### src/rtl/core/load_store_request_tracker_macros.svh
// assertion macros for the load/store request tracker
`ifndef LOAD_STORE_REQUEST_TRACKER_MACROS_SVH
`define LOAD_STORE_REQUEST_TRACKER_MACROS_SVH

// same-cycle implication, sampled on clk, off during rst
`define LSRT_ASSERT_NOW(label, ante, cons, msg) \
  label: assert property (@(posedge clk) disable iff (rst) (ante) |-> (cons)) \
    else $error(msg);

// next-cycle implication, sampled on clk, off during rst
`define LSRT_ASSERT_NEXT(label, ante, cons, msg) \
  label: assert property (@(posedge clk) disable iff (rst) (ante) |=> (cons)) \
    else $error(msg);

`endif

### src/rtl/core/lsrt_pkg.sv
// shared types and constants of the load/store request tracker
`timescale 1ns / 1ps

package lsrt_pkg;

  localparam int CARRIED_LANES = 4;
  localparam int LANE_W        = 2;
  localparam int ADDR_W        = 32;
  localparam int ID_W          = 16;
  localparam int TAG_W         = 3;
  localparam int KIND_W        = 3;
  localparam int CMD_W         = 2;
  localparam int SPACE_W       = 2;
  localparam int REM_W         = 3;

  // byte offset within a 32-bit word
  localparam logic [ADDR_W-1:0] WORD_OFFSET_MASK = ADDR_W'(4 - 1);

  localparam logic [CMD_W-1:0] CMD_LOAD     = 2'd0;
  localparam logic [CMD_W-1:0] CMD_STORE    = 2'd1;
  localparam logic [CMD_W-1:0] CMD_FENCE    = 2'd2;
  localparam logic [CMD_W-1:0] CMD_RESPONSE = 2'd3;

  localparam logic [KIND_W-1:0] KIND_CACHE  = 3'd0;
  localparam logic [KIND_W-1:0] KIND_SHARED = 3'd1;
  localparam logic [KIND_W-1:0] KIND_DONE   = 3'd2;
  localparam logic [KIND_W-1:0] KIND_BUSY   = 3'd3;
  localparam logic [KIND_W-1:0] KIND_STRAY  = 3'd4;

  localparam logic [SPACE_W-1:0] SPACE_SHARED = 2'd1;
  localparam logic [SPACE_W-1:0] SPACE_IO     = 2'd2;

  typedef struct packed {
    logic [CMD_W-1:0]                 command;
    logic [CARRIED_LANES-1:0]         lane_mask;
    logic [ADDR_W-1:0]                lane0_address;
    logic [ADDR_W-1:0]                lane1_address;
    logic [ADDR_W-1:0]                lane2_address;
    logic [ADDR_W-1:0]                lane3_address;
    logic [SPACE_W*CARRIED_LANES-1:0] lane_spaces;
    logic [ID_W-1:0]                  instr_id;
    logic [TAG_W-1:0]                 response_tag;
  } lsrt_item_t;

  typedef struct packed {
    logic [KIND_W-1:0] kind;
    logic [LANE_W-1:0] lane;
    logic [ADDR_W-1:0] address;
    logic              store_req;
    logic              uncached;
    logic [TAG_W-1:0]  tag;
    logic [ID_W-1:0]   done_id;
    logic              last;
  } lsrt_result_t;

  typedef enum logic [2:0] {
    ST_IDLE,
    ST_DECODE,
    ST_FENCE_DONE,
    ST_LANES,
    ST_FINISH
  } lsrt_state_t;

  typedef enum logic [2:0] {
    EMIT_STRAY,
    EMIT_LOAD_DONE,
    EMIT_FENCE_DONE,
    EMIT_BUSY,
    EMIT_FENCE_NOW,
    EMIT_LANE,
    EMIT_ACCESS_DONE
  } lsrt_emit_t;

  typedef struct packed {
    logic       capture;
    logic       emit;
    lsrt_emit_t emit_sel;
    logic       emit_last;
    logic       setup;
    logic       write_rem;
    logic       clear_entry;
    logic       alloc_entry;
    logic       fence_set;
    logic       fence_clear;
  } lsrt_cmd_t;

  typedef struct packed {
    logic             out_free;
    logic [CMD_W-1:0] command;
    logic             resp_hit;
    logic             rem_zero;
    logic             empty_after;
    logic             table_empty;
    logic             any_free;
    logic             fence_waiting;
    logic             pend_empty;
    logic             pend_single;
    logic             count_zero;
    logic             is_store;
    logic             entry_any;
  } lsrt_status_t;

endpackage

### src/rtl/core/load_store_request_tracker.sv
// top level of the load/store request tracker: sequencer plus table datapath
// one item at a time: taken in idle, decoded next cycle; response, fence and busy results
// come from decode, a freed fence's completion from its own state; a load with n requests
// (1 after same-word merging) ends on its last request, a store or an empty mask on a done
// result; requests go out one per cycle unless the result stalls, which holds the sequencer
// and input; synchronous reset clears the valid bits, fence flag, state and result valid
`timescale 1ns / 1ps
`include "load_store_request_tracker_macros.svh"

module load_store_request_tracker
  import lsrt_pkg::*;
#(
  parameter int TABLE_DEPTH = 8,
  parameter int NUM_LANES   = 4
) (
  input  logic         clk,
  input  logic         rst,
  input  logic         item_valid,
  output logic         item_stall,
  input  lsrt_item_t   item,
  output logic         result_valid,
  input  logic         result_stall,
  output lsrt_result_t result
);

  // command and status between the sequencer and the datapath
  lsrt_cmd_t    cmd;
  lsrt_status_t stat;
  lsrt_state_t  state;

  // sequencer: decode, busy and fence decisions, one lane request per cycle while the result is free
  lsrt_ctrl u_ctrl (
    .clk       (clk),
    .rst       (rst),
    .item_valid(item_valid),
    .item_stall(item_stall),
    .stat      (stat),
    .cmd       (cmd),
    .state     (state)
  );

  // datapath: pending table (valid flops, count/id ram), fence register,
  // lane merge logic and the result register
  lsrt_datapath #(
    .TABLE_DEPTH(TABLE_DEPTH),
    .NUM_LANES  (NUM_LANES)
  ) u_datapath (
    .clk         (clk),
    .rst         (rst),
    .item        (item),
    .cmd         (cmd),
    .stat        (stat),
    .result_valid(result_valid),
    .result_stall(result_stall),
    .result      (result)
  );

  logic beat_in;
  logic last_out;
  logic fence_held;
  assign beat_in    = item_valid && !item_stall;
  assign last_out   = cmd.emit && cmd.emit_last;
  assign fence_held = stat.fence_waiting && (state != ST_FENCE_DONE);

  // an accepted beat always goes to decode
  `LSRT_ASSERT_NEXT(a_accept_decode, beat_in, state == ST_DECODE, "accepted beat skipped decode")

  // the beat marked last ends the item
  `LSRT_ASSERT_NEXT(a_last_idle, last_out, state == ST_IDLE, "last beat did not end the item")

  // a waiting fence implies outstanding loads, except while its completion goes out
  `LSRT_ASSERT_NOW(a_fence_pending, fence_held, stat.entry_any, "fence waits on empty table")

endmodule

### src/rtl/core/lsrt_ram.sv
// generic single-write, single-read ram with registered read data
`timescale 1ns / 1ps

module lsrt_ram #(
  parameter int WIDTH = 19,
  parameter int DEPTH = 8
) (
  input  logic                             clk,
  input  logic                             we,
  input  logic [$clog2(DEPTH)-1:0] waddr,
  input  logic [WIDTH-1:0]                 wdata,
  input  logic [$clog2(DEPTH)-1:0] raddr,
  output logic [WIDTH-1:0]                 rdata
);

  logic [WIDTH-1:0] mem [DEPTH];

  always_ff @(posedge clk) begin
    if (we) begin
      mem[waddr] <= wdata;
    end
    rdata <= mem[raddr];
  end

endmodule

### src/rtl/core/lsrt_ctrl.sv
// sequencing state machine of the load/store request tracker
`timescale 1ns / 1ps

module lsrt_ctrl
  import lsrt_pkg::*;
(
  input  logic         clk,
  input  logic         rst,
  input  logic         item_valid,
  output logic         item_stall,
  input  lsrt_status_t stat,
  output lsrt_cmd_t    cmd,
  output lsrt_state_t  state
);

  lsrt_state_t state_next;

  always_ff @(posedge clk) begin
    if (rst) begin
      state <= ST_IDLE;
    end else begin
      state <= state_next;
    end
  end

  assign item_stall = (state != ST_IDLE);

  always_comb begin
    state_next = state;
    cmd        = '0;
    unique case (state)
      ST_IDLE: begin
        if (item_valid) begin
          cmd.capture = 1'b1;
          state_next  = ST_DECODE;
        end
      end
      ST_DECODE: begin
        priority if (stat.command == CMD_RESPONSE) begin
          priority if (!stat.resp_hit) begin
            if (stat.out_free) begin
              cmd.emit      = 1'b1;
              cmd.emit_sel  = EMIT_STRAY;
              cmd.emit_last = 1'b1;
              state_next    = ST_IDLE;
            end
          end else if (!stat.rem_zero) begin
            cmd.write_rem = 1'b1;
            state_next    = ST_IDLE;
          end else begin
            if (stat.out_free) begin
              cmd.emit        = 1'b1;
              cmd.emit_sel    = EMIT_LOAD_DONE;
              cmd.clear_entry = 1'b1;
              if (stat.fence_waiting && stat.empty_after) begin
                state_next = ST_FENCE_DONE;
              end else begin
                cmd.emit_last = 1'b1;
                state_next    = ST_IDLE;
              end
            end
          end
        end else if (stat.fence_waiting || (stat.command != CMD_FENCE && !stat.any_free)) begin
          if (stat.out_free) begin
            cmd.emit      = 1'b1;
            cmd.emit_sel  = EMIT_BUSY;
            cmd.emit_last = 1'b1;
            state_next    = ST_IDLE;
          end
        end else if (stat.command == CMD_FENCE) begin
          if (stat.table_empty) begin
            if (stat.out_free) begin
              cmd.emit      = 1'b1;
              cmd.emit_sel  = EMIT_FENCE_NOW;
              cmd.emit_last = 1'b1;
              state_next    = ST_IDLE;
            end
          end else begin
            cmd.fence_set = 1'b1;
            state_next    = ST_IDLE;
          end
        end else begin
          cmd.setup  = 1'b1;
          state_next = ST_LANES;
        end
      end
      ST_FENCE_DONE: begin
        if (stat.out_free) begin
          cmd.emit        = 1'b1;
          cmd.emit_sel    = EMIT_FENCE_DONE;
          cmd.emit_last   = 1'b1;
          cmd.fence_clear = 1'b1;
          state_next      = ST_IDLE;
        end
      end
      ST_LANES: begin
        if (stat.pend_empty) begin
          state_next = ST_FINISH;
        end else if (stat.out_free) begin
          cmd.emit     = 1'b1;
          cmd.emit_sel = EMIT_LANE;
          if (stat.pend_single) begin
            if (!stat.is_store && !stat.count_zero) begin
              cmd.emit_last   = 1'b1;
              cmd.alloc_entry = 1'b1;
              state_next      = ST_IDLE;
            end else begin
              state_next = ST_FINISH;
            end
          end
        end
      end
      ST_FINISH: begin
        if (stat.out_free) begin
          cmd.emit      = 1'b1;
          cmd.emit_sel  = EMIT_ACCESS_DONE;
          cmd.emit_last = 1'b1;
          state_next    = ST_IDLE;
        end
      end
      default: begin
        state_next = ST_IDLE;
      end
    endcase
  end

endmodule

### src/rtl/core/lsrt_datapath.sv
// pending table, fence register, lane sequencing and result register
`timescale 1ns / 1ps

module lsrt_datapath
  import lsrt_pkg::*;
#(
  parameter int TABLE_DEPTH = 8,
  parameter int NUM_LANES   = 4
) (
  input  logic         clk,
  input  logic         rst,
  input  lsrt_item_t   item,
  input  lsrt_cmd_t    cmd,
  output lsrt_status_t stat,
  output logic         result_valid,
  input  logic         result_stall,
  output lsrt_result_t result
);

  localparam int IDX_W   = $clog2(TABLE_DEPTH);
  localparam int LANES   = (NUM_LANES < CARRIED_LANES) ? NUM_LANES : CARRIED_LANES;
  localparam int ENTRY_W = REM_W + ID_W;
  localparam logic [CARRIED_LANES-1:0] LANE_EN = CARRIED_LANES'((1 << LANES) - 1);

  // captured item and per-access state
  lsrt_item_t                       cur;
  logic [IDX_W-1:0]                 alloc_tag;
  logic [CARRIED_LANES-1:0]         pend;
  logic [REM_W-1:0]                 count;

  // table state
  logic [TABLE_DEPTH-1:0]           valid;
  logic [IDX_W-1:0]                 free_idx;
  logic                             any_free;
  logic                             table_empty;
  logic                             fence_waiting;
  logic [ID_W-1:0]                  fence_instr;

  logic                             out_valid;
  lsrt_result_t                     out_data;

  logic                             out_free;
  logic [IDX_W-1:0]                 rtag_idx;
  logic                             in_range;
  logic [ENTRY_W-1:0]               rdata;
  logic [REM_W-1:0]                 rem;
  logic [REM_W-1:0]                 rem_dec;
  logic [ID_W-1:0]                  ent_instr;
  logic [TABLE_DEPTH-1:0]           hit_onehot;
  logic                             ram_we;
  logic [IDX_W-1:0]                 ram_waddr;
  logic [ENTRY_W-1:0]               ram_wdata;
  logic [IDX_W-1:0]                 ram_raddr;

  logic [CARRIED_LANES-1:0][ADDR_W-1:0] lane_addr;
  logic [CARRIED_LANES-1:0]         mask;
  logic [REM_W-1:0]                 active;
  logic                             dup;
  logic [IDX_W-1:0]                 free_c;
  logic [LANE_W-1:0]                low_lane;
  logic [SPACE_W-1:0]               low_space;
  lsrt_result_t                     emit_data;

  assign out_free = !out_valid || !result_stall;

  // pending table payload: outstanding count and instruction id
  assign rtag_idx  = IDX_W'(cur.response_tag);
  assign in_range  = (32'(cur.response_tag) < TABLE_DEPTH);
  assign rem       = rdata[ENTRY_W-1 -: REM_W];
  assign ent_instr = rdata[ID_W-1:0];
  assign rem_dec   = (rem != '0) ? rem - REM_W'(1) : '0;
  assign hit_onehot = TABLE_DEPTH'(1) << rtag_idx;

  assign ram_raddr = cmd.capture ? IDX_W'(item.response_tag) : rtag_idx;
  assign ram_we    = cmd.write_rem || cmd.alloc_entry;
  assign ram_waddr = cmd.write_rem ? rtag_idx : alloc_tag;
  assign ram_wdata = cmd.write_rem ? {rem_dec, ent_instr} : {count, cur.instr_id};

  lsrt_ram #(
    .WIDTH(ENTRY_W),
    .DEPTH(TABLE_DEPTH)
  ) u_entry_ram (
    .clk  (clk),
    .we   (ram_we),
    .waddr(ram_waddr),
    .wdata(ram_wdata),
    .raddr(ram_raddr),
    .rdata(rdata)
  );

  // lowest free tag
  always_comb begin
    free_c = '0;
    for (int i = TABLE_DEPTH - 1; i >= 0; i--) begin
      if (!valid[i]) begin
        free_c = IDX_W'(i);
      end
    end
  end

  // lane mask, active count and same-word detection
  assign lane_addr[0] = cur.lane0_address;
  assign lane_addr[1] = cur.lane1_address;
  assign lane_addr[2] = cur.lane2_address;
  assign lane_addr[3] = cur.lane3_address;
  assign mask = cur.lane_mask & LANE_EN;

  always_comb begin
    active = '0;
    dup    = mask[0];
    for (int t = 0; t < CARRIED_LANES; t++) begin
      active = active + REM_W'(mask[t]);
    end
    for (int t = 1; t < CARRIED_LANES; t++) begin
      if (mask[t] && ((lane_addr[t] & ~WORD_OFFSET_MASK) !=
                      (lane_addr[0] & ~WORD_OFFSET_MASK))) begin
        dup = 1'b0;
      end
    end
  end

  always_comb begin
    low_lane = '0;
    for (int t = CARRIED_LANES - 1; t >= 0; t--) begin
      if (pend[t]) begin
        low_lane = LANE_W'(t);
      end
    end
  end

  assign low_space = cur.lane_spaces[{low_lane, 1'b0} +: SPACE_W];

  always_comb begin
    emit_data      = '0;
    emit_data.last = cmd.emit_last;
    unique case (cmd.emit_sel)
      EMIT_STRAY: begin
        emit_data.kind = KIND_STRAY;
        emit_data.tag  = cur.response_tag;
      end
      EMIT_LOAD_DONE: begin
        emit_data.kind    = KIND_DONE;
        emit_data.tag     = cur.response_tag;
        emit_data.done_id = ent_instr;
      end
      EMIT_FENCE_DONE: begin
        emit_data.kind    = KIND_DONE;
        emit_data.done_id = fence_instr;
      end
      EMIT_BUSY: begin
        emit_data.kind    = KIND_BUSY;
        emit_data.done_id = cur.instr_id;
      end
      EMIT_FENCE_NOW: begin
        emit_data.kind    = KIND_DONE;
        emit_data.done_id = cur.instr_id;
      end
      EMIT_LANE: begin
        emit_data.kind      = (low_space == SPACE_SHARED) ? KIND_SHARED : KIND_CACHE;
        emit_data.lane      = low_lane;
        emit_data.address   = lane_addr[low_lane];
        emit_data.store_req = (cur.command == CMD_STORE);
        emit_data.uncached  = (low_space == SPACE_IO);
        emit_data.tag       = TAG_W'(alloc_tag);
      end
      EMIT_ACCESS_DONE: begin
        emit_data.kind    = KIND_DONE;
        emit_data.tag     = TAG_W'(alloc_tag);
        emit_data.done_id = cur.instr_id;
      end
      default: begin
        emit_data.kind = KIND_STRAY;
      end
    endcase
  end

  // control state
  always_ff @(posedge clk) begin
    if (rst) begin
      valid         <= '0;
      fence_waiting <= 1'b0;
      out_valid     <= 1'b0;
      any_free      <= 1'b1;
      table_empty   <= 1'b1;
      free_idx      <= '0;
    end else begin
      any_free    <= ~&valid;
      table_empty <= ~|valid;
      free_idx    <= free_c;
      if (cmd.clear_entry) begin
        valid[rtag_idx] <= 1'b0;
      end
      if (cmd.alloc_entry) begin
        valid[alloc_tag] <= 1'b1;
      end
      if (cmd.fence_set) begin
        fence_waiting <= 1'b1;
      end else if (cmd.fence_clear) begin
        fence_waiting <= 1'b0;
      end
      if (cmd.emit) begin
        out_valid <= 1'b1;
      end else if (!result_stall) begin
        out_valid <= 1'b0;
      end
    end
  end

  // payload registers
  always_ff @(posedge clk) begin
    if (cmd.capture) begin
      cur <= item;
    end
    if (cmd.fence_set) begin
      fence_instr <= cur.instr_id;
    end
    if (cmd.setup) begin
      alloc_tag <= free_idx;
      pend      <= dup ? CARRIED_LANES'(1) : mask;
      count     <= dup ? REM_W'(1) : active;
    end else if (cmd.emit && (cmd.emit_sel == EMIT_LANE)) begin
      pend[low_lane] <= 1'b0;
    end
    if (cmd.emit) begin
      out_data <= emit_data;
    end
  end

  assign result_valid = out_valid;
  assign result       = out_data;

  always_comb begin
    stat               = '0;
    stat.out_free      = out_free;
    stat.command       = cur.command;
    stat.resp_hit      = in_range && valid[rtag_idx];
    stat.rem_zero      = (rem_dec == '0);
    stat.empty_after   = ((valid & ~hit_onehot) == '0);
    stat.table_empty   = table_empty;
    stat.any_free      = any_free;
    stat.fence_waiting = fence_waiting;
    stat.pend_empty    = (pend == '0);
    stat.pend_single   = (pend != '0) && ((pend & (pend - CARRIED_LANES'(1))) == '0);
    stat.count_zero    = (count == '0);
    stat.is_store      = (cur.command == CMD_STORE);
    stat.entry_any     = |valid;
  end

endmodule

### config.mk
export PLATFORM = sky130hd
export DESIGN_NAME = load_store_request_tracker
export DESIGN_NICKNAME = d
export VERILOG_FILES = /design/src/rtl/core/lsrt_pkg.sv /design/src/rtl/core/load_store_request_tracker.sv /design/src/rtl/core/lsrt_ram.sv /design/src/rtl/core/lsrt_ctrl.sv /design/src/rtl/core/lsrt_datapath.sv
export VERILOG_INCLUDE_DIRS = /design/src /design/src/rtl/core
export SDC_FILE = /design/constraint.sdc
export NUM_CORES = 1
export LEC_CHECK = 0
export BUFFER_PORTS_ARGS = -buffer_cell sky130_fd_sc_hd__buf_2
export CAP_MARGIN = 15
export CORE_MARGIN = 3
export CORE_UTILIZATION = 39
export DETAILED_ROUTE_END_ITERATION = 10
export GPL_TIMING_DRIVEN = 0
export PLACE_DENSITY = 0.64
export SETUP_SLACK_MARGIN = 0.4
export SYNTH_ARGS = -nofsm -noshare
export SYNTH_HDL_FRONTEND = slang
export SYNTH_SLANG_ARGS = --single-unit
### constraint.sdc
create_clock -name clk -period 22.4 [get_ports clk]
set_input_delay 3.36 -clock clk [delete_from_list [all_inputs] [get_ports clk]]
set_output_delay 3.36 -clock clk [all_outputs]
set_load 0.05 [all_outputs]
==> flow_summary_export.csv <==
group,metric,value,unit
status,status,"finished clean",
place,portBuffers,225,
clock_network,tritoncts,"done",
timing,hold_violations,0,
yosys,synthesis.nets,1472,
yosys,async_flop_share,0,%
power,power.net_switching,0.4637,mW
die,rows,78,
global_route,grt_overflow,0,
min_path,min_path_cells,0,
clock_network,clock-root-buffer,"clkbuf_16",
timing,max_clock_freq,172.7,MHz
min_path,hold_end,"u_datapath.alloc_tag[1]$_DFFE_PP_",
yosys,synth_edf_count,398,
critical_path,required,22.57,ns
timing,post-route-period-util,25.85,%
layout,layout-drive-gt1-share,25.21,%
die,start_util,39.69,%
critical_path,r2r-end,"u_datapath.u_entry_ram.mem[3][14]$_DFFE_PP_",
timing,finalSetupTns,0,ns
clock_network,cts_resized,0,
routing,post-route-drc-count,0,
timing,slew_headroom,21.00,%
die,fp.coreArea,45670,µm²
critical_path,timing.rr.start,"u_datapath.u_entry_ram.rdata[16]$_DFF_P_",
routing,wirelength,48610,µm
yosys,synth_cell_type_count,64,
yosys,synthFlopType,"edfxtp_1",
critical_path,path_max_fanout,19,
global_route,antenna_found_initial,5,
routing,drtIter0Drc,1034,
yosys,synth_warnings,0,
routing,ant_nets,0,
critical_path,worstSetupPathType,"input pin to register",
place,dpl.hpwl,35450,µm
layout,final_nets,1764,
yosys,synthesis.area,18130,µm²
global_route,grt_pass1_vias,11950,
timing,slew_viol_final,0,
critical_path,rrSetupSlack,18.96,ns
yosys,syn_inst,1302,
critical_path,start_kind,"input pin",
critical_path,arrival,5.96,ns
place,place_inst,2148,
global_route,gr-usage-all-layers,19.49,%
power,p_sw_share,24.89,%
power,leakage,7.786,nW
critical_path,endpoint_kind,"register",
timing,rsz0062_at_grt,"false",
routing,dr.pass1.iters,7,
power,seq_power_share,51.4,%
clock_network,post-cts-setup-buffer-count,0,
clock_network,clock_latency,0.56,ns
clock_network,cts.path.max_buffers,3,
yosys,ys_ff_latch,435,
routing,vias,11700,
timing,fin_crit,5.791,ns
clock_network,clk_pin_slew_worst_paths,0.06,ns
power,comb_power_share,10.8,%
power,p_per_area,85.61,nW/µm²
clock_network,cts_made_buffers,44,
global_route,grt_pass1_wl,73210,µm
job,max_cap_violations,0,
min_path,hold_start,"u_datapath.free_idx[1]$_SDFF_PP0_",
clock_network,postCtsHoldBufs,0,
timing,worst_pin_slew,1.185,ns
global_route,grt_max_degree,42,
min_path,min_path_type,"register to register",
critical_path,r2r_cells,7,
die,die_x,221.6,µm
yosys,synth_seq_area_share,70.02,%
die,io_pins,226,
routing,viasPerCell,5.245,
place,gp_congestion,0.9094,
routing,wl_per_cell,21.79,µm
layout,area_growth,20.06,%
clock_network,cts_sinks,435,
power,ir_worst_vdd,0.00005830,V
power,intPower,1.400,mW
timing,finalSetupViolations,0,
timing,clock-skew-final,0.02477,ns
die,dieArea,49100,µm²
clock_network,h-tree-depth,2,
yosys,synth.avg_cell_area,13.92,µm²
layout,final_cells,2231,
power,power.share.clock,37.7,%
die,die_y,221.6,µm
[routing by layer]
| metal | global-route usage (%) | share of wire [%] | routed length (µm) | vias to the layer above |
|---|---|---|---|---|
| li1 | - | - | - | 5432 |
| met1 | 24.75 | 40 | 19350 | 5708 |
| met2 | 33.93 | 50 | 24350 | 459 |
| met3 | 3.561 | 7.0 | 3391 | 95 |
| met4 | 6.233 | 3.0 | 1477 | 8 |
| met5 | 0 | 0.095 | 46 | - |
[stage by stage]
step                total power [mW]  instance area, µm²  util [%]  worst slack (ns)  hold WS [ns]
detailed placement             1.178               20380     44.63             16.06        0.3896
floorplan                      1.098               18130         -             12.20        0.3855
global placement               1.175               20000     43.80             8.846        0.3901
finish                         1.863               21760     47.65             16.61        0.4053
global route                   1.931               21760     47.65             16.53        0.4214
CTS                            1.881               21760     47.65             16.65        0.4039
[Yosys cell counts, drive strengths merged, types with 8 or more instances]
library cell,n,area [µm²]
and2,38,237.7
xor2,20,175.2
nor3,16,96.35
clkbuf,21,78.83
edfxtp,398,11950
a22oi,18,135.1
nand3,108,545.5
buf,37,227.7
nor4,10,62.56
nand2b,11,68.82
o21ai,68,340.3
mux4,34,765.7
inv,29,108.9
dfxtp,37,740.7
xnor2,70,613.1
a21oi,20,100.1
a31oi,8,50.05
nand2,223,837.1
nand4,21,131.4
nor2,33,142.6
[logic make-up (layout without fill, tap and decap cells)]
group / after synthesis / in the layout / share of synthesized area [%]
AOI/OAI and AO/OA: 155 / 155 / 5.342
xor gates and xnor gates: 90 / 90 / 4.348
adders and majority gates: 6 / 6 / 0.4487
buffers and inverters: 87 / 415 / 2.292
DFF: 435 / 435 / 70.02
muxes: 43 / 43 / 4.763
other: 0 / 1 / 0
and+or+nand+nor: 486 / 486 / 12.79
[worst max path at each step]
stage / startpoint / to / slack, ns / cells after the start
after floorplan: item_valid / u_datapath.u_entry_ram.rdata[17]$_DFF_P_ / 12.20 / 8
after global placement: item_valid / u_datapath.u_entry_ram.rdata[0]$_DFF_P_ / 8.85 / 7
after detailed placement: result_stall / u_datapath.u_entry_ram.mem[7][10]$_DFFE_PP_ / 16.06 / 7
after CTS: result_stall / u_datapath.u_entry_ram.mem[7][0]$_DFFE_PP_ / 16.65 / 7
after global routing: result_stall / u_datapath.u_entry_ram.mem[7][0]$_DFFE_PP_ / 16.53 / 7
final: result_stall / u_datapath.u_entry_ram.mem[7][12]$_DFFE_PP_ / 16.61 / 7
[power groups by stage]
stage / Combinational (mW) / Sequential, mW / Clock, mW
after floorplan: 0.101 / 0.997 / 0
after global placement: 0.194 / 0.980 / 0
after detailed placement: 0.203 / 0.975 / 0
after CTS: 0.204 / 0.958 / 0.719
after global routing: 0.219 / 0.962 / 0.750
final: 0.202 / 0.958 / 0.703
[worst max-delay path, cell delays in order]
cell	delay, ns
buf_2	0.10
nand2_1	0.32
nand3_2	0.34
nor4_1	0.52
nor2_1	0.08
o21ai_0	0.25
and2_1	0.96
[sequential cells by signal (all words and copies together) (netlist names), 2 cells and up]
| register | flops |
|---|---|
| u_datapath.free_idx | 3 |
| u_datapath.valid | 8 |
| u_ctrl.state | 3 |
| u_datapath.u_entry_ram.rdata | 19 |
| u_datapath.mask | 4 |
| u_datapath.pend | 4 |
| u_datapath.fence_instr | 16 |
| u_datapath.rtag_idx | 3 |
| u_datapath.u_entry_ram.mem | 152 |
| u_datapath.count | 3 |
| u_datapath.alloc_tag | 3 |
| u_datapath.stat | 2 |
| u_datapath.cur | 152 |
| u_datapath.result | 59 |
[layout by cell type (no fill, tap or decap), types with 5 or more instances in the layout]
cell type,netlist,layout
edfxtp_1,398,398
buf_2,26,251
nand2_1,223,223
nand3_1,107,106
xnor2_1,70,70
o21ai_0,47,47
clkbuf_16,0,45
and2_1,38,38
dfxtp_1,37,37
mux4_2,34,34
inv_1,29,29
clkbuf_1,21,29
nor2_1,31,27
o21ai_1,21,21
nand4_1,21,21
a21oi_1,20,20
xor2_1,20,20
a22oi_1,18,18
buf_6,5,15
clkinv_2,0,15
nor3_1,14,12
nand2b_1,11,11
nor4_1,10,10
a31oi_1,8,8
nor2b_1,7,7
mux2i_1,6,6
buf_4,5,6
buf_8,0,6
a211oi_1,7,5
or3_1,5,5
nor2_2,1,5
[cell type report]
cell class | count | area, µm²
clock buffer | 54 | 1170
multi-input combinational | 780 | 5077
inverter | 29 | 108.9
buffer | 58 | 306.5
antenna | 1 | 2.502
tap | 600 | 750.7
sequential | 435 | 12690
timing repair buffer | 246 | 1446
fill | 4030 | 23910
clock inverter | 28 | 210.2
No activity file was read; power rests on OpenSTA's default activity.
